File: src/rtl/core/cat_pkg.sv
// Shared types, constants and character codes of the cat text stream filter.
// Depends on nothing; used by every RTL module of the block.
`default_nettype none

package cat_pkg;

  localparam int unsigned NumberDigits = 6;
  localparam int unsigned BcdWidth     = 4 * NumberDigits;
  localparam int unsigned MaxResults   = NumberDigits + 5;
  localparam int unsigned IdxWidth     = $clog2(MaxResults + 1);
  localparam int unsigned DigIdxWidth  = (NumberDigits > 1) ? $clog2(NumberDigits) : 1;
  localparam int unsigned QueueDepth   = 4;
  localparam int unsigned QPtrWidth    = $clog2(QueueDepth);
  localparam int unsigned QCntWidth    = $clog2(QueueDepth + 1);
  localparam int unsigned CfgIdxWidth  = 3;

  localparam logic [CfgIdxWidth-1:0] RegNumberAll      = 3'd0;
  localparam logic [CfgIdxWidth-1:0] RegNumberNonblank = 3'd1;
  localparam logic [CfgIdxWidth-1:0] RegSqueezeBlank   = 3'd2;
  localparam logic [CfgIdxWidth-1:0] RegShowEnds       = 3'd3;
  localparam logic [CfgIdxWidth-1:0] RegShowTabs       = 3'd4;
  localparam logic [CfgIdxWidth-1:0] RegShowNonprint   = 3'd5;

  localparam logic [7:0] ChNewline = 8'h0A;
  localparam logic [7:0] ChTab     = 8'h09;
  localparam logic [7:0] ChSpace   = 8'h20;
  localparam logic [7:0] ChDollar  = 8'h24;
  localparam logic [7:0] ChDash    = 8'h2D;
  localparam logic [3:0] ChZeroHi  = 4'h3;
  localparam logic [7:0] ChQuest   = 8'h3F;
  localparam logic [7:0] ChCapI    = 8'h49;
  localparam logic [7:0] ChCapM    = 8'h4D;
  localparam logic [7:0] ChCaret   = 8'h5E;
  localparam logic [7:0] CtrlShift = 8'h40;
  localparam logic [6:0] CodeDel   = 7'h7F;
  localparam logic [6:0] CodeSpace = 7'h20;

  typedef struct packed {
    logic number_all;
    logic number_nonblank;
    logic squeeze_blank;
    logic show_ends;
    logic show_tabs;
    logic show_nonprinting;
  } cfg_t;

  // One accepted request that produces output: optional line number, then 1..4 bytes.
  typedef struct packed {
    logic                has_num;
    logic [BcdWidth-1:0] bcd;
    logic [3:0][7:0]     chars;
    logic [2:0]          nchars;
  } job_t;

endpackage

`default_nettype wire

File: src/rtl/core/cat_front.sv
// Front end: accepts input bytes, tracks line state and the BCD line counter,
// and turns each request but a squeezed blank line into a queue job. Depends on cat_pkg.
`default_nettype none

module cat_front (
  input  wire logic          clk_i,
  input  wire logic          rst_ni,
  input  wire cat_pkg::cfg_t cfg_i,
  input  wire logic          in_valid_i,
  output logic               in_ready_o,
  input  wire logic [7:0]    in_byte_i,
  input  wire logic          q_full_i,
  output logic               push_o,
  output cat_pkg::job_t      job_o
);

  logic                         at_start_q, at_start_d;
  logic                         prev_blank_q, prev_blank_d;
  logic [cat_pkg::BcdWidth-1:0] bcd_q, bcd_d, bcd_inc;
  logic                         accept;
  logic                         is_nl;
  logic                         drop;
  logic                         use_num;
  logic [6:0]                   low;
  logic [7:0]                   b0, b1;
  logic [2:0]                   bn;
  logic                         carry;
  logic                         all_nines;
  logic [3:0]                   dig;

  assign in_ready_o = !q_full_i;
  assign accept     = in_valid_i && in_ready_o;
  assign is_nl      = (in_byte_i == cat_pkg::ChNewline);
  assign low        = in_byte_i[6:0];

  always_comb begin
    carry     = 1'b1;
    all_nines = 1'b1;
    bcd_inc   = bcd_q;
    for (int i = 0; i < int'(cat_pkg::NumberDigits); i++) begin
      dig = bcd_q[4*i +: 4];
      if (dig != 4'd9) begin
        all_nines = 1'b0;
      end
      if (carry) begin
        if (dig == 4'd9) begin
          bcd_inc[4*i +: 4] = 4'd0;
        end else begin
          bcd_inc[4*i +: 4] = dig + 4'd1;
          carry             = 1'b0;
        end
      end
    end
    if (all_nines) begin
      bcd_inc = bcd_q;
    end
  end

  always_comb begin
    if (low < cat_pkg::CodeSpace) begin
      b0 = cat_pkg::ChCaret;
      b1 = {1'b0, low} + cat_pkg::CtrlShift;
      bn = 3'd2;
    end else if (low == cat_pkg::CodeDel) begin
      b0 = cat_pkg::ChCaret;
      b1 = cat_pkg::ChQuest;
      bn = 3'd2;
    end else begin
      b0 = {1'b0, low};
      b1 = 8'h00;
      bn = 3'd1;
    end
  end

  always_comb begin
    at_start_d   = at_start_q;
    prev_blank_d = prev_blank_q;
    drop         = 1'b0;
    use_num      = 1'b0;
    job_o.chars  = '0;
    job_o.nchars = 3'd1;
    if (is_nl) begin
      if (at_start_q) begin
        if (cfg_i.squeeze_blank && prev_blank_q) begin
          drop = 1'b1;
        end
        use_num      = cfg_i.number_all && !cfg_i.number_nonblank;
        prev_blank_d = 1'b1;
      end else begin
        prev_blank_d = 1'b0;
      end
      at_start_d = 1'b1;
      if (cfg_i.show_ends) begin
        job_o.chars[0] = cat_pkg::ChDollar;
        job_o.chars[1] = cat_pkg::ChNewline;
        job_o.nchars   = 3'd2;
      end else begin
        job_o.chars[0] = cat_pkg::ChNewline;
      end
    end else begin
      if (at_start_q) begin
        use_num      = cfg_i.number_all || cfg_i.number_nonblank;
        prev_blank_d = 1'b0;
        at_start_d   = 1'b0;
      end
      if (in_byte_i == cat_pkg::ChTab && cfg_i.show_tabs) begin
        job_o.chars[0] = cat_pkg::ChCaret;
        job_o.chars[1] = cat_pkg::ChCapI;
        job_o.nchars   = 3'd2;
      end else if (!cfg_i.show_nonprinting || in_byte_i == cat_pkg::ChTab) begin
        job_o.chars[0] = in_byte_i;
      end else if (in_byte_i[7]) begin
        job_o.chars[0] = cat_pkg::ChCapM;
        job_o.chars[1] = cat_pkg::ChDash;
        job_o.chars[2] = b0;
        job_o.chars[3] = b1;
        job_o.nchars   = 3'd2 + bn;
      end else begin
        job_o.chars[0] = b0;
        job_o.chars[1] = b1;
        job_o.nchars   = bn;
      end
    end
    if (drop) begin
      at_start_d   = at_start_q;
      prev_blank_d = prev_blank_q;
      use_num      = 1'b0;
    end
    job_o.has_num = use_num;
    job_o.bcd     = bcd_q;
  end

  assign push_o        = accept && !drop;
  assign bcd_d         = use_num ? bcd_inc : bcd_q;

  always_ff @(posedge clk_i or negedge rst_ni) begin
    if (!rst_ni) begin
      at_start_q   <= 1'b1;
      prev_blank_q <= 1'b0;
      bcd_q        <= cat_pkg::BcdWidth'(1);
    end else if (accept) begin
      at_start_q   <= at_start_d;
      prev_blank_q <= prev_blank_d;
      bcd_q        <= bcd_d;
    end
  end

endmodule

`default_nettype wire

File: src/rtl/core/cat_queue.sv
// Short job queue between the front end and the back end.
// Depends on cat_pkg for the job type and the depth.
`default_nettype none

module cat_queue (
  input  wire logic          clk_i,
  input  wire logic          rst_ni,
  input  wire logic          push_i,
  input  wire cat_pkg::job_t job_i,
  output logic               full_o,
  input  wire logic          pop_i,
  output logic               empty_o,
  output cat_pkg::job_t      job_o
);

  cat_pkg::job_t                 entries_q [cat_pkg::QueueDepth];
  logic [cat_pkg::QPtrWidth-1:0] wr_ptr_q, rd_ptr_q;
  logic [cat_pkg::QCntWidth-1:0] cnt_q, cnt_d;
  logic                          do_push, do_pop;

  assign full_o  = (cnt_q == cat_pkg::QCntWidth'(cat_pkg::QueueDepth));
  assign empty_o = (cnt_q == '0);
  assign do_push = push_i && !full_o;
  assign do_pop  = pop_i && !empty_o;
  assign job_o   = entries_q[rd_ptr_q];

  always_comb begin
    cnt_d = cnt_q;
    if (do_push && !do_pop) begin
      cnt_d = cnt_q + 1'b1;
    end else if (do_pop && !do_push) begin
      cnt_d = cnt_q - 1'b1;
    end
  end

  always_ff @(posedge clk_i) begin
    if (do_push) begin
      entries_q[wr_ptr_q] <= job_i;
    end
  end

  always_ff @(posedge clk_i or negedge rst_ni) begin
    if (!rst_ni) begin
      wr_ptr_q <= '0;
      rd_ptr_q <= '0;
      cnt_q    <= '0;
    end else begin
      cnt_q <= cnt_d;
      if (do_push) begin
        wr_ptr_q <= wr_ptr_q + 1'b1;
      end
      if (do_pop) begin
        rd_ptr_q <= rd_ptr_q + 1'b1;
      end
    end
  end

endmodule

`default_nettype wire

File: src/rtl/core/cat_back.sv
// Back end: walks the head job byte by byte into the output register.
// Depends on cat_pkg for the job type and character codes.
`default_nettype none

module cat_back (
  input  wire logic          clk_i,
  input  wire logic          rst_ni,
  input  wire cat_pkg::job_t job_i,
  input  wire logic          empty_i,
  output logic               pop_o,
  output logic               out_valid_o,
  input  wire logic          out_ready_i,
  output logic [7:0]         out_byte_o,
  output logic               out_last_o
);

  logic [cat_pkg::IdxWidth-1:0] idx_q, idx_d;
  logic [cat_pkg::IdxWidth-1:0] offset, total, rel;
  logic [7:0]                   digits [cat_pkg::NumberDigits];
  logic [7:0]                   cur_byte;
  logic                         cur_last;
  logic                         lead;
  logic [3:0]                   dig;
  logic                         advance, load;
  logic                         valid_q, valid_d;
  logic [7:0]                   byte_q;
  logic                         last_q;

  // Digits in print order, most significant first, with leading zeros as blanks.
  always_comb begin
    lead = 1'b1;
    for (int k = 0; k < int'(cat_pkg::NumberDigits); k++) begin
      dig = job_i.bcd[4*(int'(cat_pkg::NumberDigits) - 1 - k) +: 4];
      if (dig != 4'd0 || k == int'(cat_pkg::NumberDigits) - 1) begin
        lead = 1'b0;
      end
      digits[k] = lead ? cat_pkg::ChSpace : {cat_pkg::ChZeroHi, dig};
    end
  end

  assign offset   = job_i.has_num ? cat_pkg::IdxWidth'(cat_pkg::NumberDigits + 1) : '0;
  assign total    = offset + cat_pkg::IdxWidth'(job_i.nchars);
  assign rel      = idx_q - offset;
  assign cur_last = (idx_q == total - 1'b1);

  always_comb begin
    if (job_i.has_num && idx_q < cat_pkg::IdxWidth'(cat_pkg::NumberDigits)) begin
      cur_byte = digits[idx_q[cat_pkg::DigIdxWidth-1:0]];
    end else if (job_i.has_num && idx_q == cat_pkg::IdxWidth'(cat_pkg::NumberDigits)) begin
      cur_byte = cat_pkg::ChTab;
    end else begin
      cur_byte = job_i.chars[rel[1:0]];
    end
  end

  assign advance = !valid_q || out_ready_i;
  assign load    = advance && !empty_i;
  assign pop_o   = load && cur_last;
  assign valid_d = load || (valid_q && !out_ready_i);
  assign idx_d   = cur_last ? '0 : idx_q + 1'b1;

  always_ff @(posedge clk_i or negedge rst_ni) begin
    if (!rst_ni) begin
      valid_q <= 1'b0;
      idx_q   <= '0;
    end else begin
      valid_q <= valid_d;
      if (load) begin
        idx_q <= idx_d;
      end
    end
  end

  always_ff @(posedge clk_i) begin
    if (load) begin
      byte_q <= cur_byte;
      last_q <= cur_last;
    end
  end

  assign out_valid_o = valid_q;
  assign out_byte_o  = byte_q;
  assign out_last_o  = last_q;

endmodule

`default_nettype wire

File: src/rtl/core/cat_text_stream_filter.sv
// Top level of the cat text stream filter: configuration registers and the
// front end, job queue and back end. Depends on cat_pkg, cat_front, cat_queue, cat_back.
//
//   channel  direction  tdata fields (low bit up)  tlast        tuser
//   s_axis   in         data_byte[7:0]             end_of_file  -
//   m_axis   out        out_byte[7:0]              last_of_run  -
//   cfg      in         cfg_data_i = register bit 0, cfg_index_i selects the register
//
// The back end sends one output byte per cycle while m_axis_tready is not held low;
// a request produces 1 to 4 bytes for the character, 7 more when a line number leads.
// A squeezed blank line is accepted but produces nothing.
// A four-entry job queue lets input be taken while output is stalled.
// Reset is asynchronous and active low; the line counter restarts at one.
`default_nettype none

module cat_text_stream_filter (
  input  wire logic                            clk_i,
  input  wire logic                            rst_ni,
  input  wire logic                            s_axis_tvalid,
  output logic                                 s_axis_tready,
  input  wire logic [7:0]                      s_axis_tdata,  // data_byte[7:0]
  input  wire logic                            s_axis_tlast,
  output logic                                 m_axis_tvalid,
  input  wire logic                            m_axis_tready,
  output logic [7:0]                           m_axis_tdata,  // out_byte[7:0]
  output logic                                 m_axis_tlast,
  input  wire logic                            cfg_we_i,
  input  wire logic [cat_pkg::CfgIdxWidth-1:0] cfg_index_i,
  input  wire logic                            cfg_data_i
);

  cat_pkg::cfg_t cfg_q;
  cat_pkg::job_t push_job, head_job;
  logic          push, full, pop, empty;

  always_ff @(posedge clk_i or negedge rst_ni) begin
    if (!rst_ni) begin
      cfg_q <= '0;
    end else if (cfg_we_i) begin
      case (cfg_index_i)
        cat_pkg::RegNumberAll:      cfg_q.number_all       <= cfg_data_i;
        cat_pkg::RegNumberNonblank: cfg_q.number_nonblank  <= cfg_data_i;
        cat_pkg::RegSqueezeBlank:   cfg_q.squeeze_blank    <= cfg_data_i;
        cat_pkg::RegShowEnds:       cfg_q.show_ends        <= cfg_data_i;
        cat_pkg::RegShowTabs:       cfg_q.show_tabs        <= cfg_data_i;
        cat_pkg::RegShowNonprint:   cfg_q.show_nonprinting <= cfg_data_i;
        default: begin
        end
      endcase
    end
  end

  cat_front u_front (
    .clk_i      (clk_i),
    .rst_ni     (rst_ni),
    .cfg_i      (cfg_q),
    .in_valid_i (s_axis_tvalid),
    .in_ready_o (s_axis_tready),
    .in_byte_i  (s_axis_tdata),
    .q_full_i   (full),
    .push_o     (push),
    .job_o      (push_job)
  );

  cat_queue u_queue (
    .clk_i   (clk_i),
    .rst_ni  (rst_ni),
    .push_i  (push),
    .job_i   (push_job),
    .full_o  (full),
    .pop_i   (pop),
    .empty_o (empty),
    .job_o   (head_job)
  );

  cat_back u_back (
    .clk_i       (clk_i),
    .rst_ni      (rst_ni),
    .job_i       (head_job),
    .empty_i     (empty),
    .pop_o       (pop),
    .out_valid_o (m_axis_tvalid),
    .out_ready_i (m_axis_tready),
    .out_byte_o  (m_axis_tdata),
    .out_last_o  (m_axis_tlast)
  );

endmodule

`default_nettype wire

File: config.mk
export PLATFORM = sky130hd
export DESIGN_NAME = cat_text_stream_filter
export DESIGN_NICKNAME = d
export VERILOG_FILES = /design/src/rtl/core/cat_pkg.sv /design/src/rtl/core/cat_front.sv /design/src/rtl/core/cat_queue.sv /design/src/rtl/core/cat_back.sv /design/src/rtl/core/cat_text_stream_filter.sv
export SDC_FILE = /design/constraint.sdc
export NUM_CORES = 1
export LEC_CHECK = 0
export BUFFER_PORTS_ARGS = -buffer_cell sky130_fd_sc_hd__clkbuf_2
export CAP_MARGIN = 20
export CORE_ASPECT_RATIO = 1.25
export CORE_MARGIN = 4
export CORE_UTILIZATION = 40
export DETAILED_ROUTE_END_ITERATION = 10
export HOLD_SLACK_MARGIN = 0.08
export PLACE_DENSITY = 0.61
export SYNTH_ARGS = -nofsm -noshare
export SYNTH_HDL_FRONTEND = slang
export SYNTH_SLANG_ARGS = --single-unit
File: constraint.sdc
create_clock -name clk_i -period 4.9 [get_ports clk_i]
set_input_delay 0.49 -clock clk_i [delete_from_list [all_inputs] [get_ports clk_i]]
set_output_delay 0.49 -clock clk_i [all_outputs]
set_load 0.02 [all_outputs]
==> run summary, run 1 <==
Final #Nets = 791
Cell Area, Synth = 0.0123 mm2
Row cnt = 71
Die area = 0.0337 mm2
Fin crit share = 85.9%
Synth area leaders = edfxtp_1 60%, mux4_2 13%, dfrtp_1 8.5%
Critical path endpoint = u_queue.cnt_q[1]$_DFFE_PN0P_
IO buf count = 27
Hpwl dp = 14.8 mm
Post-Route Utilization = 46.0%
Routed Antenna Nets = 0
Flops & latches, synth = 289
Final WL = 24.0 mm
First-pass GRT wire length = 38.5 mm
Max Cap Viol = 0
Detailed Routing Iterations Pass 1 = 5
Initial core utilization = 40.7%
VDD IR max = 0.000272 V
Initial drt markers = 520
Clk root buf = clkbuf_16
Psw = 2.47 mW
Top Ports = 29
DR WL/cell = 20.3 um
Worst slew pin tran = 964 ps
Period minus WS final = 4210 ps
Count leader, synth = edfxtp_1
Critical path peak fanout = 14
FFs w/ async S/R, synth = 15.2%
Int Pwr = 5.77 mW
Unrepaired setup endpoints after global routing = no
Ys Warns = 0
Maximum level of the CTS H-tree = 1
Vias in the first global route = 6601
Worst setup path start = u_queue.rd_ptr_q[0]$_DFFE_PN0P_
Net Sw Frac = 30.0%
Register area share after synthesis = 68.6%
Final Setup Violations = 0
CTS tree = built
Worst setup path category = flip-flop to flip-flop
Clock share of power = 26.7%
GP Congestion = 0.808
Critical path launch point type = flip-flop
Layout Skew = 11.3 ps
PnR worst setup slack = 689 ps
Hold WC Path Type = input pin to flip-flop
Relative slew margins = 35.2%
Leak pwr = 4.69 nW
Cell Pwr Density = 591 mW/mm2
Grt ovf = 0
Clock Path Buffers = 3
Core footprint = 0.0303 mm2
Avg Inst Size Synth = 17.4 um2
Synth Instances = 710
Vias = 6429
R2r endpoint = u_queue.cnt_q[1]$_DFFE_PN0P_
Power share of the combinational group = 30.5%
Setup Slack @ Placement = 631 ps
Worst Setup End Kind = flip-flop
Clock transition at the registers of the reported paths = 60 ps
GRT Total Usage = 14.8%
Area Overhead vs Synth = 12.9%
Sequential share of power = 42.8%
Hold buffer count at cts = 1
Clock sinks = 289
Synth area leader = edfxtp_1
Status = finished clean
# diodes = 0
Fillers = 2577
Initial antenna violation count = 0
Post_cts resized = 0
Setup bufs post-CTS = 0
Primary FF master, synth = edfxtp_1
Fmax = 0.237 GHz
Die Height = 204 um
Crit path DAT = 4640 ps
Yosys top cell area share = 59.6%
Final Hold Vio Count = 0
R2R setup slack = 690 ps
DP Area = 0.0130 mm2
EDFF count, synth = 245
# DRC = 0
Clock buffer count from CTS = 28
Worst EP required = 5330 ps
Synth cell count leaders = 245 x edfxtp_1, 70 x mux4_2, 42 x dfrtp_1
Worst r2r src = u_queue.rd_ptr_q[0]$_DFFE_PN0P_
Ratio of cells with drive above 1 in the final layout = 24.0%
Yosys cell types = 65
TNS Setup = 0 ps
Reg2Reg Depth = 14
Largest net degree at the start of global routing = 60
Slew Limit Fails = 0
Vias per cell = 5.44
Chip width = 165 um
Post-route cell area = 0.0139 mm2
Clk Latency, worst-skew pair = 550 ps
==> metal layers <==
| metal | GRT usage (%) | up-vias | share of wire, % |
|---|---|---|---|
| met3 | 1.73 | 32 | 3.9 |
| met1 | 20.4 | 3333 | 43 |
| met2 | 24.8 | 144 | 52 |
| li1 | - | 2920 | - |
| met4 | 4.01 | 0 | 1.7 |
| met5 | 0 | - | 0 |
==> worst min path at each step <==
stage,from,endpoint,slack (ps),depth (start not counted)
5_1_grt,m_axis_tready,u_back.out_valid_o$_DFF_PN0_,270,3
4_1_cts,m_axis_tready,u_back.out_valid_o$_DFF_PN0_,230,3
6_report,m_axis_tready,u_back.out_valid_o$_DFF_PN0_,250,3
3_3_place_gp,u_back.idx_q[3]$_DFFE_PN0P_,u_back.idx_q[3]$_DFFE_PN0P_,510,1
2_1_floorplan,rst_ni,cfg_q[0]$_DFFE_PN0P_,190,0
3_5_place_dp,u_back.idx_q[3]$_DFFE_PN0P_,u_back.idx_q[3]$_DFFE_PN0P_,500,1
==> cell usage in the layout, fill, tap and decap left out, drive strengths merged, types with 4 or more instances in the layout <==
cell / Yosys / final
o41ai: 4 / 4
xor2: 9 / 9
conb: 1 / 8
mux2i: 5 / 5
clkinv: 1 / 15
nand3: 14 / 14
xnor2: 15 / 15
o21ai: 18 / 18
inv: 26 / 26
a22o: 5 / 5
nor2: 37 / 37
nand2: 29 / 29
and3: 5 / 5
or2: 4 / 4
nor2b: 10 / 10
buf: 12 / 12
and2: 9 / 9
nand4: 4 / 4
o211ai: 6 / 6
and4: 4 / 4
clkbuf: 17 / 61
nor4: 11 / 11
dfrtp: 42 / 42
nor3: 10 / 10
mux4: 70 / 70
edfxtp: 245 / 245
nor4b: 4 / 4
bufinv: 0 / 4
a21oi: 13 / 13
ha: 13 / 13
mux2: 11 / 11
a31oi: 8 / 8
==> critical path, stage by stage, from the launching register on <==
cell,delay [ps]
dfrtp_4,590
mux4_2,650
inv_1,140
ha_1,240
inv_1,60
ha_1,120
inv_1,50
fa_1,440
xnor3_1,340
nor4_1,260
nand2_1,190
ha_1,290
inv_1,80
fa_1,380
mux2_2,260
==> cell type report <==
cell class	instances	area, um2	share of cell area, %
clock buffer	34	774	5.56
sequential	289	8470	60.7
timing repair buffer	40	235	1.69
clock inverter	18	184	1.32
tap	401	502	3.60
multi-input combinational	372	3680	26.4
inverter	27	101	0.727
==> metrics by stage <==
stage               cells  hold slack, ps  power [mW]
floorplan             717             194        5.39
global placement     1128             511        6.15
detailed placement   1128             505        6.18
CTS                  1181             229        8.40
global route         1181             266        8.71
finish               1181             251        8.24
==> registers in the layout (all words and copies together), names as in the netlist <==
name,cells
u_back.idx_q,4
u_front.prev_blank_q,1
u_front.bcd_q,24
u_back.out_byte_o,8
u_queue.entries_q,236
cfg_q,6
u_back.out_valid_o,1
u_queue.cnt_q,3
u_queue.wr_ptr_q,2
u_back.out_last_o,1
u_queue.rd_ptr_q,2
u_front.at_start_q,1
==> logic make-up after synthesis <==
kind of cell,synth area share [%]
flops,68.6
mux,14.2
simple gates,7.47
other cells,0.0304
compound gates,4.17
xor+xnor,2.04
buf+inv,1.92
fa+ha+maj,1.64
==> power by group through the flow <==
stage | combinational, mW | clock [mW] | sequential [mW]
global placement | 2.58 | 0 | 3.57
detailed placement | 2.59 | 0 | 3.59
global route | 2.77 | 2.36 | 3.58
CTS | 2.60 | 2.26 | 3.54
finish | 2.51 | 2.20 | 3.53
floorplan | 1.88 | 0 | 3.51
Power figures use the tool's default switching activity.
==> run 2: changes to the inputs <==
--- a/config.mk
+++ b/config.mk
@@ -12,7 +12,8 @@
 export CORE_UTILIZATION = 40
 export DETAILED_ROUTE_END_ITERATION = 10
 export HOLD_SLACK_MARGIN = 0.08
-export PLACE_DENSITY = 0.61
+export PLACE_DENSITY = 0.59
+export SKIP_CTS_REPAIR_TIMING = 1
 export SYNTH_ARGS = -nofsm -noshare
 export SYNTH_HDL_FRONTEND = slang
 export SYNTH_SLANG_ARGS = --single-unit
==> constraint.sdc (replaced) <==
create_clock -name clk_i -period 4.73 [get_ports clk_i]
set_input_delay 0.473 -clock clk_i [delete_from_list [all_inputs] [get_ports clk_i]]
set_output_delay 0.473 -clock clk_i [all_outputs]
set_load 0.02 [all_outputs]
==> run 2 against run 1 <==
Effect of this change: via count up 1.5%; wire length up 4.0%; utilization about the same; hold slack worse by 230 ps; critical path depth unchanged; first-iteration DRC count down 9.4%; highest routed layer unchanged.
==> run summary, run 2 (synthesized netlist as in run 1, its figures left out) <==
Status = finished clean
Leak pwr = 4.66 nW
Row cnt = 71
Final #Nets = 789
Slowest cell on the critical path = mux4_2
Critical path peak fanout = 10
Max Cap Viol = 0
Initial core utilization = 40.7%
Worst r2r src = u_queue.rd_ptr_q[0]$_DFFE_PN0P_
Relative slew margins = 35.5%
Fmax = 0.240 GHz
TNS Setup = 0 ps
VDD IR max = 0.000269 V
GRT Total Usage = 15.3%
Hold WC Path Type = input pin to async pin
Fin crit share = 88.1%
Initial drt markers = 471
R2r endpoint = u_queue.cnt_q[1]$_DFFE_PN0P_
Clock transition at the registers of the reported paths = 60 ps
Period minus WS final = 4170 ps
Clk Latency, worst-skew pair = 550 ps
Maximum level of the CTS H-tree = 1
Largest net degree at the start of global routing = 45
Hpwl dp = 16.0 mm
Core footprint = 0.0303 mm2
Largest reg by FF count = u_queue.entries_q
Initial antenna violation count = 0
Worst slew pin tran = 959 ps
Top Ports = 29
Routed Antenna Nets = 0
Final WL = 25.0 mm
Vias in the first global route = 6987
Clk root buf = clkbuf_16
Most used cell, CP = inv_1
# DRC = 0
DR WL/cell = 21.2 um
Unrepaired setup endpoints after global routing = no
Area Overhead vs Synth = 12.9%
Reg2Reg Depth = 14
Vias = 6523
Worst path cell trace = mux4_2, inv_1, ha_1, inv_1, ha_1, inv_1, fa_1, xnor3_1, nor4_2, nand2_1, ha_1, inv_1, fa_1, mux2_2
CTS tree = built
Layout Skew = 16.2 ps
Vias per cell = 5.54
DP Area = 0.0130 mm2
IO buf count = 27
Slew Limit Fails = 0
Die Height = 204 um
Clock sinks = 289
First-pass GRT wire length = 39.9 mm
Worst EP required = 5160 ps
Crit path DAT = 4600 ps
Detailed Routing Iterations Pass 1 = 5
Chip width = 165 um
Max reg flops = 236
Ratio of cells with drive above 1 in the final layout = 23.7%
Grt ovf = 0
GP Congestion = 0.854
Clock Path Buffers = 3
CP peak stage delay = 630 ps
Clock buffer count from CTS = 27
Most common library cell in the layout ignoring fill and taps = edfxtp_1
Final Hold Vio Count = 0
# diodes = 0
Final Setup Violations = 0
Worst Setup End Kind = flip-flop
Critical path launch point type = flip-flop
Post-route cell area = 0.0139 mm2
Most frequent cells in the layout = 245 x edfxtp_1, 70 x mux4_2, 40 x dfrtp_1, 37 x nor2_1, 29 x nand2_1
R2R setup slack = 560 ps
Worst setup path category = flip-flop to flip-flop
Cell Pwr Density = 621 mW/mm2
Die area = 0.0337 mm2
[run 2: cell count changes in the layout (fill, tap and decap cells not counted), moves of 2 or more]
cell / delta
clkbuf_8: -2
clkbuf_1: +7
clkinvlp_4: +4
clkinv_1: -5
bufinv_16: +2
clkinv_2: -8
clkbuf_16: -2
[run 2: cell type report]
type                    instances  area [um2]
clock inverters                13         235
clock buffers                  37         723
inverters                      27         101
multi-input cells             372        3680
repair buffers                 39         225
fillers                      2554       16400
well taps                     401         502
flip-flops and latches        289        8470
[run 2: how the worst max path moves through the flow]
stage | start | endpoint | slack [ps] | cells after the start
after floorplan | u_queue.rd_ptr_q[0]$_DFFE_PN0P_ | u_queue.cnt_q[1]$_DFFE_PN0P_ | 90 | 18
after global placement | u_queue.rd_ptr_q[0]$_DFFE_PN0P_ | u_queue.cnt_q[1]$_DFFE_PN0P_ | 660 | 14
after detailed placement | u_queue.rd_ptr_q[0]$_DFFE_PN0P_ | u_queue.cnt_q[1]$_DFFE_PN0P_ | 560 | 14
after CTS | u_queue.rd_ptr_q[0]$_DFFE_PN0P_ | u_queue.cnt_q[1]$_DFFE_PN0P_ | 500 | 14
after global routing | u_queue.rd_ptr_q[0]$_DFFE_PN0P_ | u_queue.cnt_q[1]$_DFFE_PN0P_ | 330 | 14
final | u_queue.rd_ptr_q[0]$_DFFE_PN0P_ | u_queue.cnt_q[1]$_DFFE_PN0P_ | 560 | 14
[run 2: stage by stage]
stage               hold WS, ps  utilization (%)  power, mW  cells  setup slack [ps]
finish                     26.1             46.0       8.65   1178               565
global route               91.0             46.0       9.10   1178               334
CTS                        44.0             46.0       8.79   1178               503
detailed placement          505             42.8       6.46   1128               557
global placement            499             42.8       6.36   1128               656
floorplan                   177                -       5.60    717              92.8
[run 2: layer usage]
| layer | GRT usage [%] | vias to the layer above | wire length (um) |
|---|---|---|---|
| met5 | 0 | - | 0 |
| met1 | 19.6 | 3408 | 10300 |
| met4 | 5.41 | 0 | 746 |
| met3 | 2.12 | 44 | 905 |
| met2 | 26.5 | 152 | 13000 |
| li1 | - | 2919 | - |
[run 2: report_power, final]
| part | internal, mW | leakage [nW] | switching (mW) |
|---|---|---|---|
| Sequential | 3.41 | 2.72 | 0.218 |
| Combinational | 1.20 | 1.49 | 1.50 |
| Clock | 1.41 | 0.450 | 0.919 |
| Total | 6.02 | 4.66 | 2.63 |
[run 2: worst max-delay path, delay by kind of cell (launching register included)]
kind          cells  cell delay (ps)
flops             1              540
fa+ha+maj         5             1500
mux               2              900
xor+xnor          1              370
buf+inv           4              360
simple gates      2              370
